$ cat src/sv/radio_rx_sync_phr_deframer_core_defines.svh
// Assertion macros for the receive deframer RTL.
`ifndef RADIO_RX_SYNC_PHR_DEFRAMER_CORE_DEFINES_SVH
`define RADIO_RX_SYNC_PHR_DEFRAMER_CORE_DEFINES_SVH

// Same-cycle implication, sampled on clk, off while rst_n is low.
`define RXDFR_ASSERT_IMPL(label, ante, cons, msg) \
    label: assert property (@(posedge clk) disable iff (!rst_n) (ante) |-> (cons)) \
        else $error(msg);

// Next-cycle implication, sampled on clk, off while rst_n is low.
`define RXDFR_ASSERT_NEXT(label, ante, cons, msg) \
    label: assert property (@(posedge clk) disable iff (!rst_n) (ante) |=> (cons)) \
        else $error(msg);

`endif

$ cat src/sv/rxdfr_pkg.sv
// Types, codes and constants of the receive sync/PHR deframer.
package rxdfr_pkg;

    localparam int FIFO_DEPTH = 128;
    localparam int FIFO_AW    = $clog2(FIFO_DEPTH);
    localparam int FIFO_CW    = $clog2(FIFO_DEPTH + 1);

    localparam logic [31:0]        SYNC_PAT_RST   = 32'h930B_51DE;
    localparam logic signed [7:0]  RSSI_RST       = -8'sd60;
    localparam logic               GDO0_MODE_RST  = 1'b1;
    localparam logic               GDO2_MODE_RST  = 1'b0;
    localparam logic [7:0]         STATUS_CRC_OK  = 8'h80;
    localparam logic [10:0]        LEN_MAX        = 11'(FIFO_DEPTH - 2);

    // Input word kinds
    localparam logic [2:0] KIND_AIR   = 3'd0;
    localparam logic [2:0] KIND_READ  = 3'd1;
    localparam logic [2:0] KIND_RX    = 3'd2;
    localparam logic [2:0] KIND_FLUSH = 3'd3;
    localparam logic [2:0] KIND_IDLE  = 3'd4;

    // Configuration register indexes
    localparam logic [1:0] CFG_SYNC_PAT  = 2'd0;
    localparam logic [1:0] CFG_RSSI      = 2'd1;
    localparam logic [1:0] CFG_GDO0_MODE = 2'd2;
    localparam logic [1:0] CFG_GDO2_MODE = 2'd3;

    typedef enum logic [1:0] {
        MODE_IDLE = 2'd0,
        MODE_RX   = 2'd1,
        MODE_ERR  = 2'd2
    } mode_t;

    typedef enum logic [1:0] {
        PH_HUNT = 2'd0,
        PH_HDR  = 2'd1,
        PH_BODY = 2'd2
    } phase_t;

    typedef struct packed {
        logic [2:0] kind;
        logic [7:0] air_byte;
    } in_word_t;

    typedef struct packed {
        logic [7:0]  read_data;
        logic [1:0]  mode;
        logic [7:0]  fifo_count;
        logic        gdo0_pin;
        logic        gdo2_pin;
        logic        packet_done;
        logic [31:0] packet_total;
    } out_word_t;

    // Strobes from the parser decode to the FIFO datapath
    typedef struct packed {
        logic       push;
        logic       pop;
        logic       status;
        logic [7:0] push_data;
    } fifo_act_t;

endpackage

$ cat src/sv/radio_rx_sync_phr_deframer_core.sv
// Receive deframer: sync word hunt, two-byte PHR, payload into a 128-entry RX FIFO.
//
// Takes one word per clock: each accepted input word is decoded in a single pass
// and its status word lands in the output register on the next edge, so the
// block sustains one word per cycle unless the output stalls. in_ready only
// drops while a finished status word waits on a stalled output. Air bytes are
// used only in RX mode. In hunt, each byte shifts into a 32-bit register that
// is compared against the configured sync pattern; a match moves to the PHR and
// raises whichever GDO lines are set to sync mode. Both PHR bytes are pushed and
// give an 11-bit length; zero or more than depth minus 2 is an error. Payload
// bytes are pushed until the length runs out; if another entry is held, the last
// byte is stored as 0x80 (CRC ok) and the entry before it is rewritten with the RSSI
// in the cycle after, through the same single FIFO write port, which is always free
// then because the parser has just gone back to hunt. A read of that entry in the
// meantime is bypassed from the pending write. FIFO contents have no reset; only
// pushed entries are ever read. Configuration writes (cfg_we, cfg_index, cfg_data)
// take effect at once and must only be issued while the block is idle.
module radio_rx_sync_phr_deframer_core
    import rxdfr_pkg::*;
(
    input  logic        clk,
    input  logic        rst_n,

    input  logic        in_valid,
    output logic        in_ready,
    input  in_word_t    in_data,

    output logic        out_valid,
    input  logic        out_ready,
    output out_word_t   out_data,

    input  logic        cfg_we,
    input  logic [1:0]  cfg_index,
    input  logic [31:0] cfg_data
);

    // Configuration
    logic [31:0]       sync_pat_reg;
    logic signed [7:0] rssi_reg;
    logic              gdo0_mode_reg;
    logic              gdo2_mode_reg;

    // Parser and FIFO control state
    mode_t               mode_reg, mode_next;
    phase_t              phase_reg, phase_next;
    logic [31:0]         sync_shift_reg, sync_shift_next;
    logic                hdr_idx_reg, hdr_idx_next;
    logic [10:0]         len_total_reg, len_total_next;
    logic [10:0]         len_left_reg, len_left_next;
    logic [FIFO_AW-1:0]  head_reg, head_next;
    logic [FIFO_AW-1:0]  tail_reg, tail_next;
    logic [FIFO_CW-1:0]  fill_reg, fill_next;
    logic                gdo0_reg, gdo0_next;
    logic                gdo2_reg, gdo2_next;
    logic [31:0]         packets_reg, packets_next;
    logic                done;
    fifo_act_t           act;

    // Deferred RSSI write
    logic                pend_valid_reg;
    logic [FIFO_AW-1:0]  pend_addr_reg;
    logic [7:0]          pend_data_reg;

    // FIFO storage and read path
    logic [7:0]          fifo_mem [FIFO_DEPTH];
    logic [7:0]          rd_mem_reg;
    logic                rd_from_mem_reg, rd_from_mem_next;

    // Output register
    logic                out_valid_reg;
    out_word_t           res_reg, res_next;

    logic                in_fire;
    logic                push_fire;
    logic                fifo_full;
    logic                rd_bypass;
    logic [10:0]         hdr_len;
    logic [10:0]         left_dec;
    logic [31:0]         sync_cand;
    logic [FIFO_AW-1:0]  tail_inc;
    logic [FIFO_AW-1:0]  tail_dec;
    logic [FIFO_AW-1:0]  head_inc;

    assign in_ready  = !out_valid_reg || out_ready;
    assign in_fire   = in_valid && in_ready;
    assign push_fire = in_fire && act.push;

    assign fifo_full = (fill_reg == FIFO_CW'(FIFO_DEPTH));
    assign tail_inc  = (tail_reg == FIFO_AW'(FIFO_DEPTH - 1)) ? '0 : tail_reg + 1'b1;
    assign tail_dec  = (tail_reg == '0) ? FIFO_AW'(FIFO_DEPTH - 1) : tail_reg - 1'b1;
    assign head_inc  = (head_reg == FIFO_AW'(FIFO_DEPTH - 1)) ? '0 : head_reg + 1'b1;
    assign sync_cand = {sync_shift_reg[23:0], in_data.air_byte};
    assign hdr_len   = {len_total_reg[10:8], in_data.air_byte};
    assign left_dec  = len_left_reg - 11'd1;

    // Next state of the parser, mode, FIFO pointers and GDO lines
    always_comb
    begin
        mode_next       = mode_reg;
        phase_next      = phase_reg;
        sync_shift_next = sync_shift_reg;
        hdr_idx_next    = hdr_idx_reg;
        len_total_next  = len_total_reg;
        len_left_next   = len_left_reg;
        head_next       = head_reg;
        tail_next       = tail_reg;
        fill_next       = fill_reg;
        gdo0_next       = gdo0_reg;
        gdo2_next       = gdo2_reg;
        packets_next    = packets_reg;
        done            = 1'b0;
        act.push        = 1'b0;
        act.pop         = 1'b0;
        act.status      = 1'b0;
        act.push_data   = in_data.air_byte;

        case (in_data.kind)
            KIND_AIR:
            begin
                if (mode_reg == MODE_RX)
                begin
                    case (phase_reg)
                        PH_HUNT:
                        begin
                            sync_shift_next = sync_cand;
                            if (sync_cand == sync_pat_reg)
                            begin
                                phase_next   = PH_HDR;
                                hdr_idx_next = 1'b0;
                                gdo0_next    = gdo0_reg | gdo0_mode_reg;
                                gdo2_next    = gdo2_reg | gdo2_mode_reg;
                            end
                        end
                        PH_HDR:
                        begin
                            if (fifo_full)
                            begin
                                mode_next = MODE_ERR;
                                phase_next = PH_HUNT;
                                sync_shift_next = '0;
                                hdr_idx_next = 1'b0;
                                len_total_next = '0;
                                len_left_next = '0;
                                gdo0_next = 1'b0;
                            end
                            else
                            begin
                                act.push = 1'b1;
                                if (!hdr_idx_reg)
                                begin
                                    len_total_next = {in_data.air_byte[2:0], 8'h00};
                                    hdr_idx_next   = 1'b1;
                                end
                                else if (hdr_len == '0 || hdr_len > LEN_MAX)
                                begin
                                    // Bad length: both header bytes stay in the FIFO
                                    mode_next = MODE_ERR;
                                    phase_next = PH_HUNT;
                                    sync_shift_next = '0;
                                    hdr_idx_next = 1'b0;
                                    len_total_next = '0;
                                    len_left_next = '0;
                                    gdo0_next = 1'b0;
                                end
                                else
                                begin
                                    len_total_next = hdr_len;
                                    len_left_next  = hdr_len;
                                    phase_next     = PH_BODY;
                                    hdr_idx_next   = 1'b0;
                                end
                            end
                        end
                        PH_BODY:
                        begin
                            if (fifo_full)
                            begin
                                mode_next = MODE_ERR;
                                phase_next = PH_HUNT;
                                sync_shift_next = '0;
                                hdr_idx_next = 1'b0;
                                len_total_next = '0;
                                len_left_next = '0;
                                gdo0_next = 1'b0;
                            end
                            else
                            begin
                                act.push      = 1'b1;
                                len_left_next = left_dec;
                                if (left_dec == '0)
                                begin
                                    done = 1'b1;
                                    // One or more held: last byte becomes status
                                    if (fill_reg != '0)
                                    begin
                                        act.status    = 1'b1;
                                        act.push_data = STATUS_CRC_OK;
                                    end
                                    packets_next    = packets_reg + 32'd1;
                                    phase_next      = PH_HUNT;
                                    sync_shift_next = '0;
                                    hdr_idx_next    = 1'b0;
                                    len_total_next  = '0;
                                    len_left_next   = '0;
                                    gdo0_next       = 1'b0;
                                    gdo2_next       = 1'b0;
                                end
                            end
                        end
                        default:
                        begin
                            phase_next = PH_HUNT;
                        end
                    endcase
                end
            end
            KIND_READ:
            begin
                if (fill_reg != '0)
                begin
                    act.pop   = 1'b1;
                    head_next = head_inc;
                    fill_next = fill_reg - 1'b1;
                end
            end
            KIND_RX:
            begin
                mode_next       = MODE_RX;
                phase_next      = PH_HUNT;
                sync_shift_next = '0;
                hdr_idx_next    = 1'b0;
                len_total_next  = '0;
                len_left_next   = '0;
            end
            KIND_FLUSH:
            begin
                if (mode_reg != MODE_RX)
                begin
                    head_next = '0;
                    tail_next = '0;
                    fill_next = '0;
                    mode_next = MODE_IDLE;
                end
            end
            KIND_IDLE:
            begin
                mode_next       = MODE_IDLE;
                phase_next      = PH_HUNT;
                sync_shift_next = '0;
                hdr_idx_next    = 1'b0;
                len_total_next  = '0;
                len_left_next   = '0;
                gdo0_next       = 1'b0;
                gdo2_next       = 1'b0;
            end
            default:
            begin
                done = 1'b0;
            end
        endcase

        if (act.push)
        begin
            tail_next = tail_inc;
            fill_next = fill_reg + 1'b1;
        end
    end

    // Status word for the output register
    assign rd_bypass = pend_valid_reg && (pend_addr_reg == head_reg);

    always_comb
    begin
        rd_from_mem_next     = act.pop && !rd_bypass;
        res_next.read_data   = (act.pop && rd_bypass) ? pend_data_reg : 8'h00;
        res_next.mode        = mode_next;
        res_next.fifo_count  = 8'(fill_next);
        res_next.gdo0_pin    = gdo0_next;
        res_next.gdo2_pin    = gdo2_next;
        res_next.packet_done = done;
        res_next.packet_total = packets_next;
    end

    // Configuration registers
    always_ff @(posedge clk or negedge rst_n)
    begin
        if (!rst_n)
        begin
            sync_pat_reg  <= SYNC_PAT_RST;
            rssi_reg      <= RSSI_RST;
            gdo0_mode_reg <= GDO0_MODE_RST;
            gdo2_mode_reg <= GDO2_MODE_RST;
        end
        else if (cfg_we)
        begin
            case (cfg_index)
                CFG_SYNC_PAT:  sync_pat_reg  <= cfg_data;
                CFG_RSSI:      rssi_reg      <= $signed(cfg_data[7:0]);
                CFG_GDO0_MODE: gdo0_mode_reg <= cfg_data[0];
                CFG_GDO2_MODE: gdo2_mode_reg <= cfg_data[0];
                default:       sync_pat_reg  <= sync_pat_reg;
            endcase
        end
    end

    // Control state: advance only on an accepted word
    always_ff @(posedge clk or negedge rst_n)
    begin
        if (!rst_n)
        begin
            mode_reg       <= MODE_IDLE;
            phase_reg      <= PH_HUNT;
            sync_shift_reg <= '0;
            hdr_idx_reg    <= 1'b0;
            len_total_reg  <= '0;
            len_left_reg   <= '0;
            head_reg       <= '0;
            tail_reg       <= '0;
            fill_reg       <= '0;
            gdo0_reg       <= 1'b0;
            gdo2_reg       <= 1'b0;
            packets_reg    <= '0;
        end
        else if (in_fire)
        begin
            mode_reg       <= mode_next;
            phase_reg      <= phase_next;
            sync_shift_reg <= sync_shift_next;
            hdr_idx_reg    <= hdr_idx_next;
            len_total_reg  <= len_total_next;
            len_left_reg   <= len_left_next;
            head_reg       <= head_next;
            tail_reg       <= tail_next;
            fill_reg       <= fill_next;
            gdo0_reg       <= gdo0_next;
            gdo2_reg       <= gdo2_next;
            packets_reg    <= packets_next;
        end
    end

    // Deferred RSSI write: valid in the cycle after a packet end
    always_ff @(posedge clk or negedge rst_n)
    begin
        if (!rst_n)
        begin
            pend_valid_reg <= 1'b0;
        end
        else
        begin
            pend_valid_reg <= in_fire && act.status;
        end
    end

    always_ff @(posedge clk)
    begin
        if (in_fire && act.status)
        begin
            pend_addr_reg <= tail_dec;
            pend_data_reg <= $unsigned(rssi_reg);
        end
    end

    // FIFO memory: one write port, one registered read port
    always_ff @(posedge clk)
    begin
        if (push_fire)
        begin
            fifo_mem[tail_reg] <= act.push_data;
        end
        else if (pend_valid_reg)
        begin
            fifo_mem[pend_addr_reg] <= pend_data_reg;
        end
        if (in_fire)
        begin
            rd_mem_reg <= fifo_mem[head_reg];
        end
    end

    // Output register: hold the status word until it is taken
    always_ff @(posedge clk or negedge rst_n)
    begin
        if (!rst_n)
        begin
            out_valid_reg   <= 1'b0;
            rd_from_mem_reg <= 1'b0;
        end
        else if (in_fire)
        begin
            out_valid_reg   <= 1'b1;
            rd_from_mem_reg <= rd_from_mem_next;
        end
        else if (out_ready)
        begin
            out_valid_reg <= 1'b0;
        end
    end

    always_ff @(posedge clk)
    begin
        if (in_fire)
        begin
            res_reg <= res_next;
        end
    end

    assign out_valid = out_valid_reg;

    always_comb
    begin
        out_data           = res_reg;
        out_data.read_data = rd_from_mem_reg ? rd_mem_reg : res_reg.read_data;
    end

`include "radio_rx_sync_phr_deframer_core_defines.svh"

    // The RSSI write must never compete with a push for the write port
    `RXDFR_ASSERT_IMPL(a_wport_free, push_fire, !pend_valid_reg, "push during RSSI write")
    // Fill level stays within the FIFO depth
    `RXDFR_ASSERT_IMPL(a_fill_range, 1'b1, fill_reg <= FIFO_CW'(FIFO_DEPTH), "FIFO overfill")
    // Pointers only meet when the FIFO is empty or full
    `RXDFR_ASSERT_IMPL(a_ptr_fill, (fill_reg != '0) && !fifo_full, head_reg != tail_reg,
        "FIFO pointers disagree with fill")
    // A completed packet bumps the counter by exactly one
    `RXDFR_ASSERT_NEXT(a_pkt_count, in_fire && done, packets_reg == $past(packets_reg) + 32'd1,
        "packet counter did not advance")

endmodule
$ cat config.mk
export PLATFORM = sky130hd
export DESIGN_NAME = radio_rx_sync_phr_deframer_core
export DESIGN_NICKNAME = d
export VERILOG_FILES = /design/src/sv/rxdfr_pkg.sv /design/src/sv/radio_rx_sync_phr_deframer_core.sv
export VERILOG_INCLUDE_DIRS = /design/src /design/src/sv
export SDC_FILE = /design/constraint.sdc
export NUM_CORES = 1
export LEC_CHECK = 0
export ABC_AREA = 1
export BUFFER_PORTS_ARGS = -buffer_cell sky130_fd_sc_hd__buf_2
export CORE_UTILIZATION = 30
export DETAILED_ROUTE_END_ITERATION = 10
export PLACE_DENSITY = 0.44
export REMOVE_ABC_BUFFERS = 1
export SYNTH_ARGS = -nofsm -noshare
export SYNTH_HDL_FRONTEND = slang
export SYNTH_SLANG_ARGS = --single-unit
$ cat constraint.sdc
create_clock -name clk -period 21.8 [get_ports clk]
set_input_delay 1.09 -clock clk [delete_from_list [all_inputs] [get_ports clk]]
set_output_delay 1.09 -clock clk [all_outputs]
set_load 0.05 [all_outputs]
==> run summary <==
The post-placement setup slack came out at 16.25 ns. The area taken by flip-flops and latches is 0.0367 mm2. The area growth from synthesis to layout is 13.3%. For this run, the detailed router's first-pass iteration total came to 5. The post-layout minimum cycle time came out at 5.22 ns. Setup repair after global routing left no endpoint under its margin. In this run the clock root is driven by a clkbuf_16. The cell leakage power came out at 19.8 nW. The per-instance average area after synthesis came out at 11.9 um2. Setup violations remaining at the end of the flow were counted as 0. The power per cell area came out at 122 mW/mm2. The maximum ir drop on the vdd rail came out at 0.0000860 V.

The library cell used most frequently in the layout, excluding fill and tap cells, is edfxtp_1. The routed design has 157,000 um of wire. The buffer levels on the longest clock path is 3.

The first global-routing pass estimated 232,000 um of wire. The power dissipated by switching net loads came out at 0.00267 W. The tree built by TritonCTS fans out to 1,244 sinks. In the final routed layout, each cell accounts on average for 23.1 um.

The register with the most flip-flops in the layout has 1,024 of them. The post-CTS setup buffer count is 0. The part of the cycle the worst path needs is 0.239. The via count of the first global-routing pass came out at 33.9k. The die width came out at 418 um. The worst relative slew slack is 0.196. In this run the worst path has a maximum fanout of 80. The floorplan die area came out at 0.175 mm2. The portion of total power attributed to combinational logic is 0.298. The pin count of the biggest net entering global routing came out at 187. The clock network fraction of total power is 0.313. The number of antenna violations at the first check in global routing came out at 0. The internal power is 0.00451 W. The max-slew violation count is 0. The final-report hold violation count is 0.

CTS built an H-tree with a depth of 4. The HPWL reported at the end of detailed placement came out at 94,500 um. Clock-pin slew was measured on the worst setup and hold paths at 0.06 ns. The type of the most critical hold path is primary input to async pin. The number of warning messages in the yosys log came out at 0. The most frequently used flop master after synthesis is edfxtp_1. The number of flops mapped to enable cells by yosys came out at 1,100. The required time reported for the critical path endpoint came out at 22.43 ns.

Hold repair after CTS inserted 0 buffers. The critical path class is flip-flop to flip-flop. The number of nets with antenna violations after routing is 0. The number of gates resized after CTS came out at 0. The arrival time of the worst setup path is 5.85 ns. The library cells used most frequently in the layout, excluding fill and tap cells, are edfxtp_1, nor2_1, o21ai_0, nand2_1, nand3_1. The startpoint identified for the worst register-to-register timing path is head_reg[0]$_DFFE_PN0P_. For this run, the top clock speed supported by timing is 0.192 GHz.

The number of fill cells is 17.0k. The vias per cell came out at 5.01. The run finished with clean final reports.

TritonCTS built the clock tree. The post-synthesis register bit count came out at 1,244. The number of unique standard cell types used by synthesis is 51. At the end of the flow, the number of nets in the layout was 4,432. The switching share of power is 0.372. The count of input and output buffers came out at 104. The global route total overflow is 0. The die is 418 um tall. The launching element of the worst setup path is head_reg[0]$_DFFE_PN0P_. The max-capacitance violation count came out at 0. The number of buffers created by CTS came out at 140. STA classifies the critical path startpoint as a flip-flop. The number of DRC violations after detailed-routing iteration 0 came out at 2,972. The mapped cell area is 0.0519 mm2. The number of placement rows is 152. The I/O pin count came out at 105. Synthesis produced a netlist whose cell count is 4,369.

The later-pin clock latency in the skew report is 0.78 ns. Across every metal layer, demand over resource in global routing totals 0.178. The total negative setup slack came out at 0 ns. The via count is 34.0k. The combined area of the multi-input logic cells came out at 0.0133 mm2. The area inside the core boundary came out at 0.172 mm2. For this run, the register share of the synthesized area comes to 0.707.

The starting density of the core came out at 0.302. At the end of routability-driven placement, the weighted congestion stood at 0.810. After synthesis, the share of flip-flops with an asynchronous set or reset is 0.116. The fraction of final layout cells sized beyond drive strength 1 came out at 0.102. STA classifies the critical path endpoint as a flip-flop. The worst-case clock skew is 0.0251 ns.

The actual slew at the worst max-slew pin is 1.20 ns. The detailed-route DRC error count came out at 0. After layout, the worst setup slack is 16.58 ns. The portion of total power attributed to sequential cells is 0.390. The register with the most flip-flops in the final layout is fifo_mem.
==> cell usage after synthesis, types with 3 or more instances <==
library cell,instances,share of area
edfxtp_1,1100,0.64
a21oi_1,87,0.0084
o21ai_0,637,0.061
buf_2,21,0.0020
o21ai_2,3,0.00051
inv_1,174,0.013
xor2_1,34,0.0057
or2_2,8,0.00096
nand2_2,4,0.00048
nand2_1,393,0.028
buf_4,49,0.0071
o211ai_1,33,0.0048
clkbuf_1,219,0.016
o22ai_1,156,0.019
o32ai_1,3,0.00051
ha_1,14,0.0034
a31oi_1,14,0.0017
dfrtp_1,124,0.060
nor2_1,751,0.054
nand4_1,31,0.0037
nor4_1,13,0.0016
nand4_2,8,0.0019
xnor2_1,22,0.0037
mux2_2,22,0.0048
nor2_2,7,0.00084
o21ai_1,4,0.00039
nand3_1,243,0.023
o221ai_1,99,0.017
inv_2,7,0.00051
buf_1,12,0.00087
clkinv_1,3,0.00022
nor3_1,28,0.0027
nand3b_1,3,0.00043
dfstp_2,20,0.010
==> per-stage QoR <==
stage	instances	total power [W]	area [um2]	hold slack (ns)	utilization
detailed placement	6536	0.00500	54500	0.450	0.317
global placement	6536	0.00501	54500	0.442	0.317
floorplan	4067	0.00418	50500	0.425	-
CTS	6785	0.00726	58800	0.358	0.342
finish	6786	0.00718	58800	0.360	0.342
global route	6785	0.00754	58800	0.388	0.342
==> area by class of cell <==
cell class	instances	share of cell area
sequential	1244	0.624
clock inverter	77	0.0104
antenna	1	0.0000426
inverter	185	0.0121
timing repair buffer	159	0.0162
tap	2310	0.0492
multi-input combinational	2638	0.226
clock buffer	172	0.0625
==> cell families (layout without fill, tap and decap cells) <==
group	after synthesis	in the layout	synth area share
flops	1244	1244	0.707
fa+ha+maj	14	14	0.00338
mux	22	22	0.00478
simple gates	1498	1498	0.121
other cells	0	1	0
compound gates	1048	1048	0.115
xor+xnor	56	56	0.00946
buf+inv	487	593	0.0395
==> worst paths after layout <==
kind / endpoint / slack (ns) / cells after the start
worst max register to register: rd_mem_reg[0]$_DFFE_PP_ / 16.58 / 12
min in group clk: pend_data_reg[3]$_DFFE_PP_ / 0.46 / 0
worst max-delay path: rd_mem_reg[0]$_DFFE_PP_ / 16.58 / 12
max in group asynchronous: sync_shift_reg[23]$_DFFE_PN0P_ / 19.93 / 2
worst min-delay path: out_valid$_DFFE_PN0P_ / 0.36 / 1
worst min register to register: pend_data_reg[3]$_DFFE_PP_ / 0.46 / 0
==> routing by layer <==
| metal | GRT usage | wire (um) | vias up |
|---|---|---|---|
| li1 | - | - | 15800 |
| met1 | 0.251 | 71800 | 17000 |
| met2 | 0.285 | 74100 | 903 |
| met3 | 0.0264 | 7300 | 218 |
| met4 | 0.0477 | 3350 | 0 |
| met5 | 0 | 0 | - |
==> power groups by stage <==
| stage | combinational, W | clock (W) | sequential (W) |
|---|---|---|---|
| after detailed placement | 0.00215 | 0 | 0.00285 |
| after CTS | 0.00216 | 0.00230 | 0.00280 |
| after global routing | 0.00235 | 0.00238 | 0.00281 |
| after floorplan | 0.00121 | 0 | 0.00296 |
| after global placement | 0.00216 | 0 | 0.00285 |
| final | 0.00214 | 0.00225 | 0.00280 |
==> worst max-delay path, cell delays in order, from the launching register on <==
cell and delay [ns]:
dfrtp_4 0.75, buf_4 0.64, buf_4 0.65, buf_4 0.70
buf_4 0.75, o21ai_0 0.21, o22ai_1 0.33, nand2_1 0.10
nand3_1 0.17, nand3_1 0.18, nand2_1 0.25, nor2_1 0.06
a31oi_1 0.15
No activity file was read; power rests on OpenSTA's default activity.
